## src/ptie_pkg.sv

```systemverilog
package ptie_pkg;

    // Field widths
    localparam int VAL_W  = 17;
    localparam int CODE_W = 10;
    localparam int TYPE_W = 2;

    // Event types
    localparam logic [TYPE_W-1:0] EV_SYNC = 2'd0;
    localparam logic [TYPE_W-1:0] EV_KEY  = 2'd1;
    localparam logic [TYPE_W-1:0] EV_REL  = 2'd2;
    localparam logic [TYPE_W-1:0] EV_ABS  = 2'd3;

    // Event codes
    localparam logic [CODE_W-1:0] CODE_SYN        = 10'd0;
    localparam logic [CODE_W-1:0] CODE_X          = 10'd0;
    localparam logic [CODE_W-1:0] CODE_Y          = 10'd1;
    localparam logic [CODE_W-1:0] CODE_WHEEL      = 10'd8;
    localparam logic [CODE_W-1:0] CODE_BTN_LEFT   = 10'd272;
    localparam logic [CODE_W-1:0] CODE_BTN_RIGHT  = 10'd273;
    localparam logic [CODE_W-1:0] CODE_BTN_MIDDLE = 10'd274;
    localparam logic [CODE_W-1:0] CODE_BTN_TOUCH  = 10'd330;
    localparam logic [CODE_W-1:0] CODE_BACK       = 10'd158;
    localparam logic [CODE_W-1:0] CODE_END        = 10'd107;

    localparam logic [VAL_W-1:0] VAL_ZERO  = 17'h00000;
    localparam logic [VAL_W-1:0] VAL_ONE   = 17'h00001;
    localparam logic [VAL_W-1:0] VAL_MINUS = 17'h1FFFF;

    // Configuration register indexes
    localparam int CFG_IDX_W = 2;
    localparam logic [CFG_IDX_W-1:0] CFG_TOUCH  = 2'd0;
    localparam logic [CFG_IDX_W-1:0] CFG_REL    = 2'd1;
    localparam logic [CFG_IDX_W-1:0] CFG_ENABLE = 2'd2;

    // Event slots of one report, in emission order
    localparam int NUM_SLOTS = 19;
    localparam int SLOT_W    = 5;
    localparam logic [SLOT_W-1:0] SL_POS_X  = 5'd0;
    localparam logic [SLOT_W-1:0] SL_POS_Y  = 5'd1;
    localparam logic [SLOT_W-1:0] SL_POS_S  = 5'd2;
    localparam logic [SLOT_W-1:0] SL_L_AX   = 5'd3;
    localparam logic [SLOT_W-1:0] SL_L_AY   = 5'd4;
    localparam logic [SLOT_W-1:0] SL_L_KEY  = 5'd5;
    localparam logic [SLOT_W-1:0] SL_L_S    = 5'd6;
    localparam logic [SLOT_W-1:0] SL_R_AX   = 5'd7;
    localparam logic [SLOT_W-1:0] SL_R_AY   = 5'd8;
    localparam logic [SLOT_W-1:0] SL_R_KEY  = 5'd9;
    localparam logic [SLOT_W-1:0] SL_R_S    = 5'd10;
    localparam logic [SLOT_W-1:0] SL_M_AX   = 5'd11;
    localparam logic [SLOT_W-1:0] SL_M_AY   = 5'd12;
    localparam logic [SLOT_W-1:0] SL_M_KEY  = 5'd13;
    localparam logic [SLOT_W-1:0] SL_M_S    = 5'd14;
    localparam logic [SLOT_W-1:0] SL_WU     = 5'd15;
    localparam logic [SLOT_W-1:0] SL_WU_S   = 5'd16;
    localparam logic [SLOT_W-1:0] SL_WD     = 5'd17;
    localparam logic [SLOT_W-1:0] SL_WD_S   = 5'd18;

    // One classified report, as handed from front to back
    typedef struct packed {
        logic [NUM_SLOTS-1:0] slots;
        logic                 touch;
        logic                 rel;
        logic                 left_down;
        logic                 right_down;
        logic                 middle_down;
        logic [VAL_W-1:0]     px;
        logic [VAL_W-1:0]     py;
        logic [VAL_W-1:0]     ax;
        logic [VAL_W-1:0]     ay;
    } job_t;

endpackage

```

## src/ptie_front.sv

```systemverilog
module ptie_front #(
    parameter int COORD_BITS = 16
) (
    input  logic                               clk,
    input  logic                               rst_n,
    input  logic                               cfg_wr_en,
    input  logic [ptie_pkg::CFG_IDX_W-1:0]     cfg_index,
    input  logic                               cfg_data,
    input  logic                               in_valid,
    output logic                               in_stall,
    input  logic [4:0]                         button_mask,
    input  logic [15:0]                        x_pos,
    input  logic [15:0]                        y_pos,
    input  logic                               q_full,
    output logic                               q_push,
    output ptie_pkg::job_t                     q_job
);

    logic touch_reg, rel_reg, enable_reg;
    logic [COORD_BITS-1:0] last_x_reg, last_y_reg;
    logic left_held_reg, right_held_reg, middle_held_reg;

    logic                  accept;
    logic [32:0]           x_ext, y_ext;
    logic [COORD_BITS-1:0] xm, ym;
    logic [33:0]           dx_full, dy_full, ax_full, ay_full;
    logic                  l_dn, r_dn, m_dn;
    logic                  l_edge, r_edge, m_edge;
    logic                  l_drag, r_drag, m_drag;
    logic [ptie_pkg::NUM_SLOTS-1:0] slots;

    assign in_stall = q_full;
    assign accept   = in_valid && !in_stall;

    // Coordinates masked to COORD_BITS, values wrapped to 17 bits
    assign x_ext   = 33'(x_pos);
    assign y_ext   = 33'(y_pos);
    assign xm      = x_ext[COORD_BITS-1:0];
    assign ym      = y_ext[COORD_BITS-1:0];
    assign ax_full = 34'(xm);
    assign ay_full = 34'(ym);
    assign dx_full = 34'(xm) - 34'(last_x_reg);
    assign dy_full = 34'(ym) - 34'(last_y_reg);

    // Button classification
    assign l_dn   = button_mask[0];
    assign m_dn   = button_mask[1];
    assign r_dn   = button_mask[2];
    assign l_edge = l_dn != left_held_reg;
    assign r_edge = r_dn != right_held_reg;
    assign m_edge = m_dn != middle_held_reg;
    assign l_drag = !l_edge && left_held_reg && !rel_reg;
    assign r_drag = !r_edge && right_held_reg && !rel_reg;
    assign m_drag = !m_edge && middle_held_reg && !rel_reg;

    // Slot enables for this report
    always_comb
    begin
        slots = '0;
        slots[ptie_pkg::SL_POS_X] = !touch_reg;
        slots[ptie_pkg::SL_POS_Y] = !touch_reg;
        slots[ptie_pkg::SL_POS_S] = !touch_reg;
        slots[ptie_pkg::SL_L_AX]  = (l_edge && !rel_reg) || l_drag;
        slots[ptie_pkg::SL_L_AY]  = (l_edge && !rel_reg) || l_drag;
        slots[ptie_pkg::SL_L_KEY] = l_edge;
        slots[ptie_pkg::SL_L_S]   = l_edge || l_drag;
        slots[ptie_pkg::SL_R_AX]  = r_drag;
        slots[ptie_pkg::SL_R_AY]  = r_drag;
        slots[ptie_pkg::SL_R_KEY] = r_edge;
        slots[ptie_pkg::SL_R_S]   = r_edge || r_drag;
        slots[ptie_pkg::SL_M_AX]  = m_drag;
        slots[ptie_pkg::SL_M_AY]  = m_drag;
        slots[ptie_pkg::SL_M_KEY] = m_edge;
        slots[ptie_pkg::SL_M_S]   = m_edge || m_drag;
        slots[ptie_pkg::SL_WU]    = button_mask[3];
        slots[ptie_pkg::SL_WU_S]  = button_mask[3];
        slots[ptie_pkg::SL_WD]    = button_mask[4];
        slots[ptie_pkg::SL_WD_S]  = button_mask[4];
    end

    // Job record
    always_comb
    begin
        q_job.slots       = slots;
        q_job.touch       = touch_reg;
        q_job.rel         = rel_reg;
        q_job.left_down   = l_dn;
        q_job.right_down  = r_dn;
        q_job.middle_down = m_dn;
        q_job.ax          = ax_full[ptie_pkg::VAL_W-1:0];
        q_job.ay          = ay_full[ptie_pkg::VAL_W-1:0];
        q_job.px          = rel_reg ? dx_full[ptie_pkg::VAL_W-1:0]
                                    : ax_full[ptie_pkg::VAL_W-1:0];
        q_job.py          = rel_reg ? dy_full[ptie_pkg::VAL_W-1:0]
                                    : ay_full[ptie_pkg::VAL_W-1:0];
    end

    // Empty runs are dropped here
    assign q_push = accept && enable_reg && (slots != '0);

    // Configuration registers
    always_ff @(posedge clk or negedge rst_n)
    begin
        if (!rst_n)
        begin
            touch_reg  <= 1'b0;
            rel_reg    <= 1'b0;
            enable_reg <= 1'b0;
        end
        else if (cfg_wr_en)
        begin
            unique case (cfg_index)
                ptie_pkg::CFG_TOUCH:  touch_reg  <= cfg_data;
                ptie_pkg::CFG_REL:    rel_reg    <= cfg_data;
                ptie_pkg::CFG_ENABLE: enable_reg <= cfg_data;
                default: ;
            endcase
        end
    end

    // Pointer state
    always_ff @(posedge clk or negedge rst_n)
    begin
        if (!rst_n)
        begin
            last_x_reg      <= '0;
            last_y_reg      <= '0;
            left_held_reg   <= 1'b0;
            right_held_reg  <= 1'b0;
            middle_held_reg <= 1'b0;
        end
        else if (accept && enable_reg)
        begin
            last_x_reg      <= xm;
            last_y_reg      <= ym;
            left_held_reg   <= l_dn;
            right_held_reg  <= r_dn;
            middle_held_reg <= m_dn;
        end
    end

endmodule

```

## src/ptie_queue.sv

```systemverilog
module ptie_queue (
    input  logic           clk,
    input  logic           rst_n,
    input  logic           push,
    input  ptie_pkg::job_t push_job,
    output logic           full,
    input  logic           pop,
    output logic           q_valid,
    output ptie_pkg::job_t q_job
);

    localparam int DEPTH = 2;

    ptie_pkg::job_t mem [DEPTH];
    logic           wr_ptr_reg, rd_ptr_reg;
    logic [1:0]     count_reg;
    logic           do_pop;

    assign full    = count_reg == 2'(DEPTH);
    assign q_valid = count_reg != 2'd0;
    assign q_job   = mem[rd_ptr_reg];
    assign do_pop  = pop && q_valid;

    // Storage
    always_ff @(posedge clk)
    begin
        if (push)
        begin
            mem[wr_ptr_reg] <= push_job;
        end
    end

    // Pointers and fill level
    always_ff @(posedge clk or negedge rst_n)
    begin
        if (!rst_n)
        begin
            wr_ptr_reg <= 1'b0;
            rd_ptr_reg <= 1'b0;
            count_reg  <= 2'd0;
        end
        else
        begin
            if (push)
            begin
                wr_ptr_reg <= !wr_ptr_reg;
            end
            if (do_pop)
            begin
                rd_ptr_reg <= !rd_ptr_reg;
            end
            if (push && !do_pop)
            begin
                count_reg <= count_reg + 2'd1;
            end
            else if (!push && do_pop)
            begin
                count_reg <= count_reg - 2'd1;
            end
        end
    end

    // Front never pushes into a full queue
    a_no_overflow: assert property (@(posedge clk) disable iff (!rst_n)
        push |-> !full)
        else $error("queue overflow");

    a_count_range: assert property (@(posedge clk) disable iff (!rst_n)
        count_reg <= 2'(DEPTH))
        else $error("queue count out of range");

endmodule

```

## src/ptie_back.sv

```systemverilog
module ptie_back (
    input  logic                                clk,
    input  logic                                rst_n,
    input  logic                                q_valid,
    input  ptie_pkg::job_t                      q_job,
    output logic                                q_pop,
    output logic                                out_valid,
    input  logic                                out_stall,
    output logic [ptie_pkg::TYPE_W-1:0]         event_type,
    output logic [ptie_pkg::CODE_W-1:0]         event_code,
    output logic signed [ptie_pkg::VAL_W-1:0]   event_value,
    output logic                                last_event
);

    ptie_pkg::job_t                  job_reg;
    logic [ptie_pkg::NUM_SLOTS-1:0]  mask_reg, mask_next;
    logic                            out_valid_reg;
    logic [ptie_pkg::TYPE_W-1:0]     type_reg;
    logic [ptie_pkg::CODE_W-1:0]     code_reg;
    logic [ptie_pkg::VAL_W-1:0]      value_reg;
    logic                            last_reg;

    logic [ptie_pkg::NUM_SLOTS-1:0]  sel_onehot, rest, rem;
    logic [ptie_pkg::SLOT_W-1:0]     sel_idx;
    logic                            adv;
    logic [ptie_pkg::TYPE_W-1:0]     ev_type;
    logic [ptie_pkg::CODE_W-1:0]     ev_code;
    logic [ptie_pkg::VAL_W-1:0]      ev_value;

    // Lowest pending slot
    assign sel_onehot = mask_reg & (~mask_reg + 1'b1);
    assign rest       = mask_reg & ~sel_onehot;

    always_comb
    begin
        sel_idx = '0;
        for (int i = 0; i < ptie_pkg::NUM_SLOTS; i++)
        begin
            if (sel_onehot[i])
            begin
                sel_idx = sel_idx | ptie_pkg::SLOT_W'(i);
            end
        end
    end

    // Slot to event
    always_comb
    begin
        ev_type  = ptie_pkg::EV_SYNC;
        ev_code  = ptie_pkg::CODE_SYN;
        ev_value = ptie_pkg::VAL_ZERO;
        unique case (sel_idx)
            ptie_pkg::SL_POS_X:
            begin
                ev_type  = job_reg.rel ? ptie_pkg::EV_REL : ptie_pkg::EV_ABS;
                ev_code  = ptie_pkg::CODE_X;
                ev_value = job_reg.px;
            end
            ptie_pkg::SL_POS_Y:
            begin
                ev_type  = job_reg.rel ? ptie_pkg::EV_REL : ptie_pkg::EV_ABS;
                ev_code  = ptie_pkg::CODE_Y;
                ev_value = job_reg.py;
            end
            ptie_pkg::SL_L_AX, ptie_pkg::SL_R_AX, ptie_pkg::SL_M_AX:
            begin
                ev_type  = ptie_pkg::EV_ABS;
                ev_code  = ptie_pkg::CODE_X;
                ev_value = job_reg.ax;
            end
            ptie_pkg::SL_L_AY, ptie_pkg::SL_R_AY, ptie_pkg::SL_M_AY:
            begin
                ev_type  = ptie_pkg::EV_ABS;
                ev_code  = ptie_pkg::CODE_Y;
                ev_value = job_reg.ay;
            end
            ptie_pkg::SL_L_KEY:
            begin
                ev_type  = ptie_pkg::EV_KEY;
                ev_code  = job_reg.touch ? ptie_pkg::CODE_BTN_TOUCH
                                         : ptie_pkg::CODE_BTN_LEFT;
                ev_value = job_reg.left_down ? ptie_pkg::VAL_ONE : ptie_pkg::VAL_ZERO;
            end
            ptie_pkg::SL_R_KEY:
            begin
                ev_type  = ptie_pkg::EV_KEY;
                ev_code  = job_reg.touch ? ptie_pkg::CODE_BACK
                                         : ptie_pkg::CODE_BTN_RIGHT;
                ev_value = job_reg.right_down ? ptie_pkg::VAL_ONE : ptie_pkg::VAL_ZERO;
            end
            ptie_pkg::SL_M_KEY:
            begin
                ev_type  = ptie_pkg::EV_KEY;
                ev_code  = job_reg.touch ? ptie_pkg::CODE_END
                                         : ptie_pkg::CODE_BTN_MIDDLE;
                ev_value = job_reg.middle_down ? ptie_pkg::VAL_ONE : ptie_pkg::VAL_ZERO;
            end
            ptie_pkg::SL_WU:
            begin
                ev_type  = ptie_pkg::EV_REL;
                ev_code  = ptie_pkg::CODE_WHEEL;
                ev_value = ptie_pkg::VAL_ONE;
            end
            ptie_pkg::SL_WD:
            begin
                ev_type  = ptie_pkg::EV_REL;
                ev_code  = ptie_pkg::CODE_WHEEL;
                ev_value = ptie_pkg::VAL_MINUS;
            end
            // sync slots and unused codes
            default: ;
        endcase
    end

    // Emit when output register is free or being drained
    assign adv       = (mask_reg != '0) && (!out_valid_reg || !out_stall);
    assign rem       = adv ? rest : mask_reg;
    assign q_pop     = (rem == '0) && q_valid;
    assign mask_next = q_pop ? q_job.slots : rem;

    // Current job
    always_ff @(posedge clk or negedge rst_n)
    begin
        if (!rst_n)
        begin
            mask_reg <= '0;
        end
        else
        begin
            mask_reg <= mask_next;
        end
    end

    always_ff @(posedge clk)
    begin
        if (q_pop)
        begin
            job_reg <= q_job;
        end
    end

    // Output register
    always_ff @(posedge clk or negedge rst_n)
    begin
        if (!rst_n)
        begin
            out_valid_reg <= 1'b0;
        end
        else if (adv)
        begin
            out_valid_reg <= 1'b1;
        end
        else if (!out_stall)
        begin
            out_valid_reg <= 1'b0;
        end
    end

    always_ff @(posedge clk)
    begin
        if (adv)
        begin
            type_reg  <= ev_type;
            code_reg  <= ev_code;
            value_reg <= ev_value;
            last_reg  <= rest == '0;
        end
    end

    assign out_valid   = out_valid_reg;
    assign event_type  = type_reg;
    assign event_code  = code_reg;
    assign event_value = $signed(value_reg);
    assign last_event  = last_reg;

    a_one_slot: assert property (@(posedge clk) disable iff (!rst_n)
        (mask_reg != '0) |-> $onehot(sel_onehot))
        else $error("slot select not one-hot");

    // An event not marked last leaves work pending
    a_run_continues: assert property (@(posedge clk) disable iff (!rst_n)
        (adv && rest != '0) |=> (mask_reg != '0))
        else $error("run ended without last event");

endmodule

```

## src/pointer_to_input_event_encoder.sv

```systemverilog
// The first event of a report passes the queue slot, the sequencer's job register and
// then the event output register before it appears on the output.
// Throughput: one event per cycle while out_stall is low; a report has 1 to 17 events,
// emitted in turn by the single event sequencer; consecutive reports follow without gaps.
// Reset clears the configuration, the position and held-button state, the two-entry queue
// and the output valid; payload registers are not reset.
module pointer_to_input_event_encoder #(
    parameter int COORD_BITS = 16
) (
    input  logic                                clk,
    input  logic                                rst_n,
    input  logic                                cfg_wr_en,
    input  logic [ptie_pkg::CFG_IDX_W-1:0]      cfg_index,
    input  logic                                cfg_data,
    input  logic                                in_valid,
    output logic                                in_stall,
    input  logic [4:0]                          button_mask,
    input  logic [15:0]                         x_pos,
    input  logic [15:0]                         y_pos,
    output logic                                out_valid,
    input  logic                                out_stall,
    output logic [ptie_pkg::TYPE_W-1:0]         event_type,
    output logic [ptie_pkg::CODE_W-1:0]         event_code,
    output logic signed [ptie_pkg::VAL_W-1:0]   event_value,
    output logic                                last_event
);

    logic           q_full, q_push, q_pop, q_valid;
    ptie_pkg::job_t push_job, head_job;

    // Classification and pointer state
    ptie_front #(
        .COORD_BITS (COORD_BITS)
    ) u_front (
        .clk         (clk),
        .rst_n       (rst_n),
        .cfg_wr_en   (cfg_wr_en),
        .cfg_index   (cfg_index),
        .cfg_data    (cfg_data),
        .in_valid    (in_valid),
        .in_stall    (in_stall),
        .button_mask (button_mask),
        .x_pos       (x_pos),
        .y_pos       (y_pos),
        .q_full      (q_full),
        .q_push      (q_push),
        .q_job       (push_job)
    );

    // Job queue
    ptie_queue u_queue (
        .clk      (clk),
        .rst_n    (rst_n),
        .push     (q_push),
        .push_job (push_job),
        .full     (q_full),
        .pop      (q_pop),
        .q_valid  (q_valid),
        .q_job    (head_job)
    );

    // Event sequencer
    ptie_back u_back (
        .clk         (clk),
        .rst_n       (rst_n),
        .q_valid     (q_valid),
        .q_job       (head_job),
        .q_pop       (q_pop),
        .out_valid   (out_valid),
        .out_stall   (out_stall),
        .event_type  (event_type),
        .event_code  (event_code),
        .event_value (event_value),
        .last_event  (last_event)
    );

endmodule
```

## config.mk

```make
export PLATFORM = sky130hd
export DESIGN_NAME = pointer_to_input_event_encoder
export DESIGN_NICKNAME = d
export VERILOG_FILES = /design/src/ptie_pkg.sv /design/src/ptie_front.sv /design/src/ptie_queue.sv /design/src/ptie_back.sv /design/src/pointer_to_input_event_encoder.sv
export SDC_FILE = /design/constraint.sdc
export NUM_CORES = 1
export LEC_CHECK = 0
export ABC_AREA = 1
export BUFFER_PORTS_ARGS = -buffer_cell sky130_fd_sc_hd__buf_4
export CORE_ASPECT_RATIO = 1.5
export CORE_MARGIN = 2
export CORE_UTILIZATION = 60
export CTS_CLUSTER_SIZE = 28
export DETAILED_ROUTE_END_ITERATION = 7
export GPL_TIMING_DRIVEN = 0
export PLACE_DENSITY = 0.81
export SYNTH_ARGS = -nofsm -noshare
export SYNTH_HDL_FRONTEND = slang
export SYNTH_HIERARCHICAL = 1
export SYNTH_SLANG_ARGS = --single-unit
```

## constraint.sdc

```tcl
create_clock -name clk -period 6.3 [get_ports clk]
set_input_delay 1.26 -clock clk [delete_from_list [all_inputs] [get_ports clk]]
set_output_delay 1.26 -clock clk [all_outputs]
set_load 0.01 [all_outputs]
```

==> impl_metrics.csv <==
group,metric,value,unit
timing,setup_viol,0,
timing,slew_violations,0,
yosys,synthArstFlopShare,17.9,%
place,placed_area,0.0179,mm^2
cts,h-tree-depth,1,
worst_setup_path,endpoint_kind,"flip-flop",
die,fp-row-count,75,
timing,post-route-min-period,3.86,ns
yosys,syn_avg_cell_area,9.71,um^2
route,dr.pass1.iters,5,
cells_and_area,final_cell_area,0.0188,mm^2
power_and_ir_drop,leakage,0.00863,uW
worst_setup_path,cp_cell_sequence,"buf_4 > nand3b_1 > buf_2 > buf_2 > a31oi_1 > inv_1 > nor2_4 > buf_12 > buf_12",
cells_and_area,antenna_cells,0,
route,ant_nets,0,
grt,overflow,0,
cells_and_area,largest_reg_flops,184,
yosys,ys_seq_area_share,60.3,%
worst_setup_path,cp.required,6.56,ns
cts,cts_num_sinks,347,
cts,cts_setup_buffers,0,
cells_and_area,layout-drive-gt1-share,15.9,%
worst_setup_path,start_kind,"input pin",
route,drtIter0Drc,935,
timing,final-hold-violation-count,0,
die,ioPinCount,77,
flow_run,max-cap-violations,0,
route,drc_errors,0,
worst_setup_path,crit_fanout,34,
cells_and_area,utilization,67.8,%
route,vias_per_cell,5.50,
die,fp.dieArea,0.0293,mm^2
cts,path_clk_slew,0.07,ns
die,coreArea,0.0278,mm^2
timing,maxSlewHeadroom,23.6,%
place,placement.io_buffers,75,
cts,cts_tree,"built",
cts,root_buffer,"clkbuf_16",
die,start_util,60.4,%
power_and_ir_drop,power_density,575,mW/mm^2
cells_and_area,syn_to_final_growth,12.2,%
timing,finalCritPeriodShare,61.3,%
power_and_ir_drop,irDropWorstVdd,0.000313,V
cts,clock_path_buffers,3,
yosys,ys.flop_type,"edfxtp_1",
worst_setup_path,crit_buf_inv,6,
timing,tightest_slew,1.15,ns
die,die_x,141,um
min_path,min_path_type,"reg2reg",
grt,grt_use_total,29.1,%
yosys,synth-edff-count,285,
worst_setup_path,crit_family,"buffers and inverters",
timing,skew,0.0125,ns
cts,hold_buffers,0,
worst_setup_path,arrival,4.12,ns
yosys,synthCells,1728,
die,die_y,209,um
worst_setup_path,slowest_stage,"nor2_4",
cts,clkLatencyLatePin,0.57,ns
timing,grt_setup_unrepaired,"no",
route,wl_per_cell,19.1,um
cts,cts_buffers,31,
yosys,synthTopCellsByArea,"edfxtp_1, nand2_1, dfrtp_1, inv_1, buf_4",
cts,ctsResizeCount,0,
yosys,yosys.area.top_type_share,51.0,%
place,hpwl,31000,um
place,gp_congestion,0.943,
grt,grt_pass1_wl,64700,um
yosys,ys_types,49,
cells_and_area,fillers,2109,
yosys,synth_seq_cells,347,
route,wl,42200,um
run_status,status,"complete, no violations",
yosys,yosys_warnings,6,
grt,grt_pass1_vias,12162,
yosys,synth_top_area_cell,"edfxtp_1",
worst_setup_path,max_stage_delay,0.75,ns
cells_and_area,nNetsFinal,1924,
worst_setup_path,criticalPathCategory,"in2reg",
grt,antenna_found_initial,1,
yosys,syn_area,0.0168,mm^2
timing,max_freq,259,MHz
cells_and_area,seqCellArea,0.0101,mm^2
route,via_count,12153,
cells_and_area,multi_input_area,0.00520,mm^2
grt,grt_max_degree,72,
## per-stage QoR
step | setup slack [ns] | power, uW | TNS (ns) | std cells | hold WS, ns
6_report | 2.44 | 10800 | 0 | 2210 | 0.482
2_1_floorplan | 0.906 | 7400 | 0 | 1729 | 0.442
3_5_place_dp | 1.86 | 9000 | 0 | 2154 | 0.467
5_1_grt | 2.26 | 11500 | 0 | 2210 | 0.506
4_1_cts | 2.47 | 10800 | 0 | 2210 | 0.483
3_3_place_gp | -0.587 | 8840 | -44.20 | 2150 | 0.455
## cell type report
| cell class | count | area share (%) |
|---|---|---|
| flip-flops and latches | 347 | 53.7 |
| multi-input cells | 1074 | 27.6 |
| clock buffers | 34 | 4.18 |
| inverters | 208 | 4.16 |
| plain buffers | 100 | 3.70 |
| repair buffers | 79 | 3.50 |
| well taps | 346 | 2.30 |
| clock inverters | 22 | 0.811 |
## kinds of logic after synthesis
group	Yosys count	synth area share, %
xor gates and xnor gates	6	0.313
DFF	347	60.3
muxes	3	0.201
other	2	0.0448
AOI/OAI and AO/OA	134	4.39
buffers and inverters	308	8.81
and+or+nand+nor	890	23.0
adders and majority gates	38	2.92
## cells in the mapped netlist, types with 16 or more instances
cell,n
a21oi_1,58
buf_2,16
buf_4,66
dfrtp_1,62
edfxtp_1,285
ha_1,36
inv_1,189
inv_2,17
nand2_1,605
nand2_2,23
nand3_1,92
nand4_1,27
nor2_1,87
o21ai_0,45
## layout by cell type (no fill, tap or decap), drive strengths merged, types with 2 or more instances in the layout
master,n
inv,208
o21ai,53
a22o,3
nand3b,5
nor2,107
or2,2
a21oi,60
mux2,3
clkinv,18
buf,166
fa,2
o2111ai,4
nand4,27
xnor2,5
clkbuf,46
ha,36
edfxtp,285
nand2,635
o22ai,5
and3,2
dfrtp,62
a31oi,3
clkinvlp,3
nand3,99
nor3,11
conb,3
## metal layers
layer	share of wire (%)	GRT usage, %
met5	0.031	0
met4	7.4	19.1
met3	5.2	3.28
met2	53	53.2
met1	35	31.5
## worst paths after layout
check | to | startpoint | slack [ns] | cells past startpoint
hold / removal | u_queue/count_reg[1] | u_queue/count_reg[1] | 0.48 | 2
setup reg to reg | u_queue/mem[0][29] | u_queue/count_reg[1] | 2.55 | 10
setup / recovery | u_queue/mem[0][29] | in_valid | 2.44 | 9
max in group asynchronous | u_front/last_x_reg[13] | rst_n | 4.84 | 1
hold reg to reg | u_queue/count_reg[1] | u_queue/count_reg[1] | 0.48 | 2
min in group asynchronous | u_back/mask_reg[4] | rst_n | 0.80 | 1
## worst register-to-register path, cell delays in order, from the launching register on
cell and delay (ns):
dfrtp_1 0.38, inv_1 0.10, nor2_1 0.08, nand3b_1 0.33, buf_2 0.35, buf_2 0.33, a31oi_1 0.38, inv_1 0.15
nor2_4 0.76, buf_12 0.31, buf_12 0.26
## report_power, final
part           switching, uW  internal, uW
Sequential               283          3390
Combinational           3650          1730
Clock                    828           946
Note: power is estimated with default switching activity, not from simulation.
